$ cat src/hdl/brc_pkg.sv
`timescale 1ns / 1ps
// ----------------------------------------------------------------------------
// brc_pkg: shared types and constants for the byte recurrence checksum
// Widths, recurrence constants and the recurrence state record.
// ----------------------------------------------------------------------------
package brc_pkg;

  localparam int unsigned ByteW  = 8;
  localparam int unsigned ValW   = 16;
  localparam int unsigned PosW   = 8;
  localparam int unsigned CoefW  = ByteW + 1;          // byte + alpha
  localparam int unsigned ProdW  = CoefW + ValW;       // widest product
  localparam int unsigned FoldW  = ValW + 1;           // hi + lo of a product

  localparam logic [ByteW-1:0] FirstOffset = 8'd7;
  localparam logic [PosW-1:0]  AlphaStep   = 8'd17;
  localparam logic [PosW-1:0]  BetaStep    = 8'd31;
  localparam logic [FoldW-1:0] FoldMod     = 17'd65535;

  typedef struct packed {
    logic [ValW-1:0] prev_value;
    logic [ValW-1:0] cur_value;
    logic [PosW-1:0] position_low;
    logic            at_first_byte;
  } brc_state_t;

  localparam brc_state_t RearmState = '{
    prev_value:    16'd1,
    cur_value:     16'd0,
    position_low:  8'd0,
    at_first_byte: 1'b1
  };

endpackage : brc_pkg

$ cat src/hdl/brc_in_if.sv
`timescale 1ns / 1ps
// ----------------------------------------------------------------------------
// brc_in_if: byte input channel
// Valid/ready channel carrying one stream byte and its last mark per beat.
// ----------------------------------------------------------------------------
interface brc_in_if;
  logic                        valid;
  logic                        ready;
  logic [brc_pkg::ByteW-1:0]   data_byte;
  logic                        last;

  modport source (output valid, output data_byte, output last, input ready);
  modport sink   (input valid, input data_byte, input last, output ready);
endinterface : brc_in_if

$ cat src/hdl/brc_out_if.sv
`timescale 1ns / 1ps
// ----------------------------------------------------------------------------
// brc_out_if: checksum output channel
// Valid/ready channel carrying one 16-bit checksum per beat.
// ----------------------------------------------------------------------------
interface brc_out_if;
  logic                      valid;
  logic                      ready;
  logic [brc_pkg::ValW-1:0]  checksum;

  modport source (output valid, output checksum, input ready);
  modport sink   (input valid, input checksum, output ready);
endinterface : brc_out_if

$ cat src/hdl/brc_step.sv
`timescale 1ns / 1ps
// ----------------------------------------------------------------------------
// brc_step: one step of the recurrence
// Combinational next state from the current state and one byte.
// ----------------------------------------------------------------------------
module brc_step (
  input  brc_pkg::brc_state_t          state_i,
  input  logic [brc_pkg::ByteW-1:0]    data_byte_i,
  output brc_pkg::brc_state_t          state_o
);
  import brc_pkg::*;

  logic [PosW-1:0]  alpha;
  logic [PosW-1:0]  beta;
  logic [CoefW-1:0] coef_a;
  logic [ProdW-1:0] prod_a;
  logic [ProdW-1:0] prod_b;
  logic             a_ge_b;
  logic [ProdW-1:0] mag;
  logic [FoldW-1:0] fold_sum;
  logic [ValW-1:0]  mag_mod;
  logic [ValW-1:0]  next_val;

  // coefficients mod 256 are just the low byte of the product
  assign alpha  = PosW'(state_i.position_low * AlphaStep);
  assign beta   = PosW'(state_i.position_low * BetaStep);
  assign coef_a = CoefW'(data_byte_i) + CoefW'(alpha);

  assign prod_a = ProdW'(coef_a) * ProdW'(state_i.cur_value);
  assign prod_b = ProdW'(beta) * ProdW'(state_i.prev_value);

  assign a_ge_b = (prod_a >= prod_b);
  assign mag    = a_ge_b ? (prod_a - prod_b) : (prod_b - prod_a);

  // 2^16 == 1 mod 65535: fold high part onto low, then one subtract
  assign fold_sum = FoldW'(mag[ProdW-1:ValW]) + FoldW'(mag[ValW-1:0]);
  assign mag_mod  = (fold_sum >= FoldMod) ? ValW'(fold_sum - FoldMod)
                                          : ValW'(fold_sum);

  // negative difference wraps through 2^64 == 1: result is (1 - |d|) mod 65535
  always_comb begin
    if (a_ge_b) begin
      next_val = mag_mod;
    end else if (mag_mod == '0) begin
      next_val = ValW'(1);
    end else if (mag_mod == ValW'(1)) begin
      next_val = '0;
    end else begin
      next_val = ValW'(0) - mag_mod;
    end
  end

  always_comb begin
    if (state_i.at_first_byte) begin
      state_o.prev_value    = ValW'(1);
      state_o.cur_value     = ValW'(data_byte_i) + ValW'(FirstOffset);
      state_o.position_low  = PosW'(1);
      state_o.at_first_byte = 1'b0;
    end else begin
      state_o.prev_value    = state_i.cur_value;
      state_o.cur_value     = next_val;
      state_o.position_low  = state_i.position_low + PosW'(1);
      state_o.at_first_byte = 1'b0;
    end
  end

endmodule : brc_step

$ cat src/hdl/byte_recurrence_checksum.sv
`timescale 1ns / 1ps
// ----------------------------------------------------------------------------
// byte_recurrence_checksum: second-order recurrence checksum over a byte stream
// Folds each stream into a 16-bit value mod 65535, one byte per beat.
// ----------------------------------------------------------------------------
// Usage
//   in_i  : one stream byte per beat, last marks the final byte of a stream.
//   out_o : one checksum beat per stream, issued for the beat marked last.
//   A beat is taken whenever valid and ready are both high.
// Path: a byte lands in the input register at the edge it is taken; it is
//   then consumed by the recurrence step and, for a last byte, the result
//   loads the output register, from which the checksum is offered.
// Throughput: one byte per cycle unless a last byte waits on a pending checksum,
//   set by the combinational recurrence step (two 9x16/8x16 products,
//   compare-subtract, mod-65535 fold) that feeds the state registers directly.
// Reset: state returns to prev=1, cur=0, position 0, expecting a first byte;
//   both registers are emptied. The same rearm happens after each last byte.
// Stall: while a checksum waits on out_o, bytes that are not last still flow
//   through; a last byte waits in the input register, which then drops
//   in_i.ready until the pending checksum is taken.
// ----------------------------------------------------------------------------
module byte_recurrence_checksum (
  input  logic       clk_i,
  input  logic       rst_ni,
  brc_in_if.sink     in_i,
  brc_out_if.source  out_o
);
  import brc_pkg::*;

  // input register
  logic             in_v_q;
  logic [ByteW-1:0] in_byte_q;
  logic             in_last_q;

  // recurrence state
  brc_state_t       st_q, st_d;
  brc_state_t       st_step;

  // output register
  logic             out_v_q;
  logic [ValW-1:0]  out_sum_q;

  logic             consume;
  logic             in_take;

  // a last byte needs a free (or freeing) output slot
  assign consume = in_v_q && (!in_last_q || !out_v_q || out_o.ready);
  assign in_i.ready = !in_v_q || consume;
  assign in_take = in_i.valid && in_i.ready;

  brc_step u_step (
    .state_i     (st_q),
    .data_byte_i (in_byte_q),
    .state_o     (st_step)
  );

  always_comb begin
    st_d = st_q;
    if (consume) begin
      st_d = in_last_q ? RearmState : st_step;
    end
  end

  always_ff @(posedge clk_i or negedge rst_ni) begin
    if (!rst_ni) begin
      in_v_q  <= 1'b0;
      out_v_q <= 1'b0;
      st_q    <= RearmState;
    end else begin
      st_q <= st_d;
      if (in_take) begin
        in_v_q <= 1'b1;
      end else if (consume) begin
        in_v_q <= 1'b0;
      end
      if (consume && in_last_q) begin
        out_v_q <= 1'b1;
      end else if (out_o.ready) begin
        out_v_q <= 1'b0;
      end
    end
  end

  // payload registers
  always_ff @(posedge clk_i) begin
    if (in_take) begin
      in_byte_q <= in_i.data_byte;
      in_last_q <= in_i.last;
    end
    if (consume && in_last_q) begin
      out_sum_q <= st_step.cur_value;
    end
  end

  assign out_o.valid    = out_v_q;
  assign out_o.checksum = out_sum_q;

  // checks
  a_sum_range: assert property (@(posedge clk_i) disable iff (!rst_ni)
    out_v_q |-> (out_sum_q != 16'hFFFF))
    else $error("checksum outside 0..65534");

  a_rearm: assert property (@(posedge clk_i) disable iff (!rst_ni)
    (consume && in_last_q) |=> st_q.at_first_byte)
    else $error("state not rearmed after last byte");

  a_hold_in: assert property (@(posedge clk_i) disable iff (!rst_ni)
    (in_v_q && !consume) |=> (in_v_q && $stable(in_byte_q) && $stable(in_last_q)))
    else $error("held input byte lost or changed");

  a_no_overwrite: assert property (@(posedge clk_i) disable iff (!rst_ni)
    (out_v_q && !out_o.ready) |=> (out_v_q && $stable(out_sum_q)))
    else $error("pending checksum overwritten");

endmodule : byte_recurrence_checksum

$ cat src/flat_wrapper.sv
// flat-port wrapper written by rule: the top's interface ports become plain ports
module byte_recurrence_checksum_flat import brc_pkg::*;
  (clk_i, rst_ni, in_i_valid, in_i_data_byte, in_i_last, in_i_ready, out_o_valid, out_o_checksum, out_o_ready);
  brc_in_if in_i_i ();
  brc_out_if out_o_i ();
  input  logic clk_i;
  input  logic rst_ni;
  input wire logic [$bits(in_i_i.valid)-1:0] in_i_valid;
  input wire logic [$bits(in_i_i.data_byte)-1:0] in_i_data_byte;
  input wire logic [$bits(in_i_i.last)-1:0] in_i_last;
  output wire logic [$bits(in_i_i.ready)-1:0] in_i_ready;
  output wire logic [$bits(out_o_i.valid)-1:0] out_o_valid;
  output wire logic [$bits(out_o_i.checksum)-1:0] out_o_checksum;
  input wire logic [$bits(out_o_i.ready)-1:0] out_o_ready;
  assign in_i_i.valid = in_i_valid;
  assign in_i_i.data_byte = in_i_data_byte;
  assign in_i_i.last = in_i_last;
  assign in_i_ready = in_i_i.ready;
  assign out_o_valid = out_o_i.valid;
  assign out_o_checksum = out_o_i.checksum;
  assign out_o_i.ready = out_o_ready;
  byte_recurrence_checksum u_core (.clk_i(clk_i), .rst_ni(rst_ni), .in_i(in_i_i), .out_o(out_o_i));
endmodule
$ cat config.mk
export PLATFORM = sky130hd
export DESIGN_NAME = byte_recurrence_checksum_flat
export DESIGN_NICKNAME = d
export VERILOG_FILES = /design/src/hdl/brc_pkg.sv /design/src/hdl/brc_in_if.sv /design/src/hdl/brc_out_if.sv /design/src/hdl/brc_step.sv /design/src/hdl/byte_recurrence_checksum.sv /design/src/flat_wrapper.sv
export SDC_FILE = /design/constraint.sdc
export NUM_CORES = 1
export LEC_CHECK = 0
export BUFFER_PORTS_ARGS = -buffer_cell sky130_fd_sc_hd__buf_4
export CAP_MARGIN = 20
export CORE_MARGIN = 8
export CORE_UTILIZATION = 30
export CTS_CLUSTER_SIZE = 25
export DETAILED_ROUTE_END_ITERATION = 12
export PLACE_DENSITY = 0.54
export SLEW_MARGIN = 20
export SYNTH_ARGS = -nofsm -noshare
export SYNTH_HDL_FRONTEND = slang
export SYNTH_SLANG_ARGS = --single-unit
export TNS_END_PERCENT = 30
$ cat constraint.sdc
create_clock -name clk_i -period 41.6 [get_ports clk_i]
set_clock_uncertainty 0.1 [all_clocks]
set_input_delay 10.4 -clock clk_i [delete_from_list [all_inputs] [get_ports clk_i]]
set_output_delay 10.4 -clock clk_i [all_outputs]
set_load 0.01 [all_outputs]
==> results summary <==
For the worst-skew pair, the clock arrives at the later sink with an insertion delay of 0.32 ns. For this run, the slowest stage of the critical path takes 0.21 ns. In this run the tightest slew margin relative to its limit is between 30 and 40%. The number of gates given a new drive strength after cts came out at 0. The share of layout cells above drive strength 1 is between 5 and 6%.

The hold violation count in the final report came to 0. The number of antenna diodes in the final layout is 0. The vias after detailed routing is 13064. After clock tree synthesis, the clock-pin slew on the worst setup and hold paths is around 0.06 ns.

The detailed placement HPWL came out at around 36000 um. The initial DRC count came out at 836. Sequential cells were found to cover 11.4% of the synthesized design area. In this run the cell area of the synthesized design comes to 16100 um2.

The most used flip-flop cell after synthesis is dfrtp_1. The worst-case clock buffer depth came out at 2. The routed design could run at a clock period as short as between 20 and 25 ns. The area of the core region came out at 53400 um2. After floorplanning, the core was divided into 85 placement rows. The number of port buffers is 30.

The cell count after synthesis came out at 1902. The total die area is around 61000 um2. The most critical setup path has its startpoint at out_o_ready. Using the TritonRoute via totals, the vias-per-cell ratio works out to 5.06. The clock net in this run drives a total of between 60 and 70 sinks. By area the synthesized netlist is led by fa_1 (25%), ha_1 (13%), inv_1 (7.0%), dfrtp_1 (6.4%), and2_1 (4.9%).

The accumulated negative setup slack is 0 ns. The largest net degree at the start of global routing came out at 44. The startpoint type of the worst setup path is an input pin. The first-pass iteration count of the detailed router is 5.

In this run the clock root is driven by a clkbuf_16. The via count of the first global-routing pass is 13545. The portion of synthesized cell area occupied by the leading cell type came out at around 25%. The post-route antenna net violation count came out at 0. Of all cell types, the one taking the most synthesized area is fa_1.

The total grt overflow is 0. The number of pins exceeding their max-slew limit in the final report came to 0. By instance count, the cell type seen most on the critical path is buf_4.

The number of clock buffers inserted by TritonCTS came out at 9. The yosys synthesis warning count is 0. The number of library cell types mapped by synthesis came out at 86. The run finished with clean final reports.

The initial antenna violation count came out at 1. In this run the worst setup path terminates at in_i_ready. The number of storage elements in the synthesis netlist came out at 68. Setup repair after global routing left no endpoint under its margin. The fmax is around 47 MHz. The sum of routed wire length over all layers came out at 44300 um. The worst path uses 51.5% of the clock period. The net count after synthesis came out at roughly 2300. The slowest cell on the critical path is nand4b_1.

The first global-routing pass estimated 72900 um of wire. The number of H-tree branching levels came out at 3. The worst setup path is captured at a primary output. For this configuration, the core starts out at a cell density of between 30% and 40%. The post-layout net count is 2259. The worst register-to-register path begins at u_core.st_q[2]$_DFFE_PN0P_. The congestion estimate from routability-driven global placement came to 0.880.

The global router's overall resource usage came out at 14.7%. The worst hold path belongs to the class reg2reg. In this run the critical register-to-register path is captured at u_core.out_o.checksum[8]$_DFFE_PP_. The number of hold buffers added after cts came out at 0. At the worst endpoint, the arrival time is roughly 11 ns. In this run, synthesis inferred 25 flip-flops with an integrated enable. The signal on the critical path passes through buf_4, nand4b_1, buf_4. The number of top-level pins is 31. For the worst flop-to-flop path, the logic depth is 61. In the final routed layout, each cell accounts on average for around 17 um.

The area added between synthesis and finish is 7.27%. The die width is 248 um. The share of flip-flops with an asynchronous set or reset after synthesis came out at 63.2%. The number of design rule violations left after detail routing is 0. After clock tree synthesis, the setup repair step added 0 buffers.

The reg2reg setup slack came out at approximately 24 ns. The number of inserted filler cells in the final layout is between 5000 and 6000. The largest fanout on the critical path is 3. Data on the critical path is required at its endpoint by approximately 31 ns. The average footprint of a synthesized cell is ~8.5 um2. The type of the worst setup path is in2out. The reported max-cap violation count is 0. The setup-violating endpoint count in the final report is 0. The actual slew at the worst max-slew pin came out at approximately 0.96 ns. The die height is roughly 250 um. TritonCTS built the clock tree. The cell count of the worst hold path came out at 1.
cells by family (layout without fill, tap and decap cells):
| logic type | count (synthesis) | after routing | share of synthesized area [%] |
|---|---|---|---|
| AOI/OAI and AO/OA | 392 | 392 | 16.6 |
| xor gates and xnor gates | 124 | 124 | 6.75 |
| adders and majority gates | 369 | 369 | 37.9 |
| buffers and inverters | 376 | 358 | 8.97 |
| DFF | 68 | 68 | 11.4 |
| muxes | 10 | 10 | 0.630 |
| and+or+nand+nor | 563 | 563 | 17.9 |
worst min path at each step:
stage                                           endpoint  slack, ns                      startpoint
after floorplan              u_core.st_q[12]$_DFFE_PN0P_       0.36     u_core.st_q[12]$_DFFE_PN0P_
after global placement        u_core.st_q[8]$_DFFE_PN0P_       0.47      u_core.st_q[8]$_DFFE_PN0P_
after detailed placement      u_core.st_q[8]$_DFFE_PN0P_       0.49      u_core.st_q[8]$_DFFE_PN0P_
after CTS                     u_core.st_q[8]$_DFFE_PN0P_       0.50      u_core.st_q[8]$_DFFE_PN0P_
after global routing      u_core.out_o.valid$_DFFE_PN0P_       0.53  u_core.out_o.valid$_DFFE_PN0P_
final                         u_core.st_q[8]$_DFFE_PN0P_       0.50      u_core.st_q[8]$_DFFE_PN0P_
layout by cell type, fill, tap and decap left out, drive strengths merged, types with 7 or more instances in the layout:
master / Yosys / final
inv: 302 / 304
fa: 197 / 197
nand2: 197 / 197
ha: 170 / 170
and2: 127 / 127
a21oi: 118 / 118
xnor2: 84 / 84
nor2: 72 / 72
o21ai: 72 / 72
dfrtp: 41 / 41
buf: 20 / 40
xor2: 40 / 40
a21o: 37 / 37
nor2b: 35 / 35
o21bai: 28 / 28
a22o: 25 / 25
edfxtp: 25 / 25
nand3: 24 / 24
nor3: 17 / 17
nand2b: 16 / 16
or2: 15 / 15
a211oi: 13 / 13
nand4: 13 / 13
a31oi: 12 / 12
clkbuf: 54 / 10
or3: 9 / 9
mux2i: 9 / 9
and3: 8 / 8
o21a: 8 / 8
o22ai: 8 / 8
nor4: 7 / 7
o31ai: 7 / 7
flip-flops by register name, summed over array words and instances, names as in the netlist:
| name | count |
|---|---|
| u_core.st_q | 41 |
| u_core.in_byte_q | 8 |
| u_core.out_o.valid | 1 |
| u_core.in_last_q | 1 |
| u_core.out_o.checksum | 16 |
| u_core.in_v_q | 1 |
metrics by stage:
| stage | std cells | hold slack, ns | setup slack (ns) | util [%] | area (um2) |
|---|---|---|---|---|---|
| after floorplan | 1902 | 0.359 | 20.46 | - | 16100 |
| after global placement | 2564 | 0.473 | 20.21 | 31.8 | 17000 |
| after detailed placement | 2564 | 0.487 | 20.20 | 31.8 | 17000 |
| after CTS | 2580 | 0.497 | 20.19 | 32.3 | 17300 |
| after global routing | 2580 | 0.526 | 20.13 | 32.3 | 17300 |
| final | 2580 | 0.497 | 20.19 | 32.3 | 17300 |
synth_stat cells, types with 6 or more instances:
master      n
inv_1     302
buf_2      11
xor2_1     40
buf_1       6
nor3_1     16
nand2_1   196
o31ai_1     7
edfxtp_1   25
dfrtp_1    41
a21oi_1   115
a31oi_1    12
and4_1      6
clkbuf_1   54
and2_1    127
mux2i_1     9
or2_2      13
a22o_1     25
o21a_1      7
a211oi_1   13
nand3_1    24
a21boi_0    6
o211ai_1    6
xnor2_1    84
nor2_1     72
ha_1      170
nor2b_1    35
nor4_1      7
nand4_1    12
o21ai_0    68
nand2b_1   16
and3_1      8
a21o_1     37
fa_1      197
or3_1       9
o21bai_1   28
critical path, delay by kind of cell:
| family | cells | cell delay, ns |
|---|---|---|
| simple gates | 1 | 0.21 |
| buf+inv | 2 | 0.29 |
layer usage:
layer	GRT usage, %	vias to the layer above	routed length, um
met5	0	-	0
met4	1.60	0	277
met3	1.18	24	1860
met2	25.2	267	21300
met1	20.6	6577	20800
li1	-	6196	-
final cells by class:
class / instances / area (um2) / area share [%]
clock inverter: 6 / 40.0 / 0.232
clock buffer: 10 / 229 / 1.33
tap: 696 / 871 / 5.04
timing repair buffer: 40 / 300 / 1.74
multi-input combinational: 1458 / 12900 / 74.5
sequential: 68 / 1830 / 10.6
inverter: 302 / 1130 / 6.57
Power is left out: the tool's default activity adds up to more than one toggle a clock period on the data nets, which glitch-free logic cannot reach.
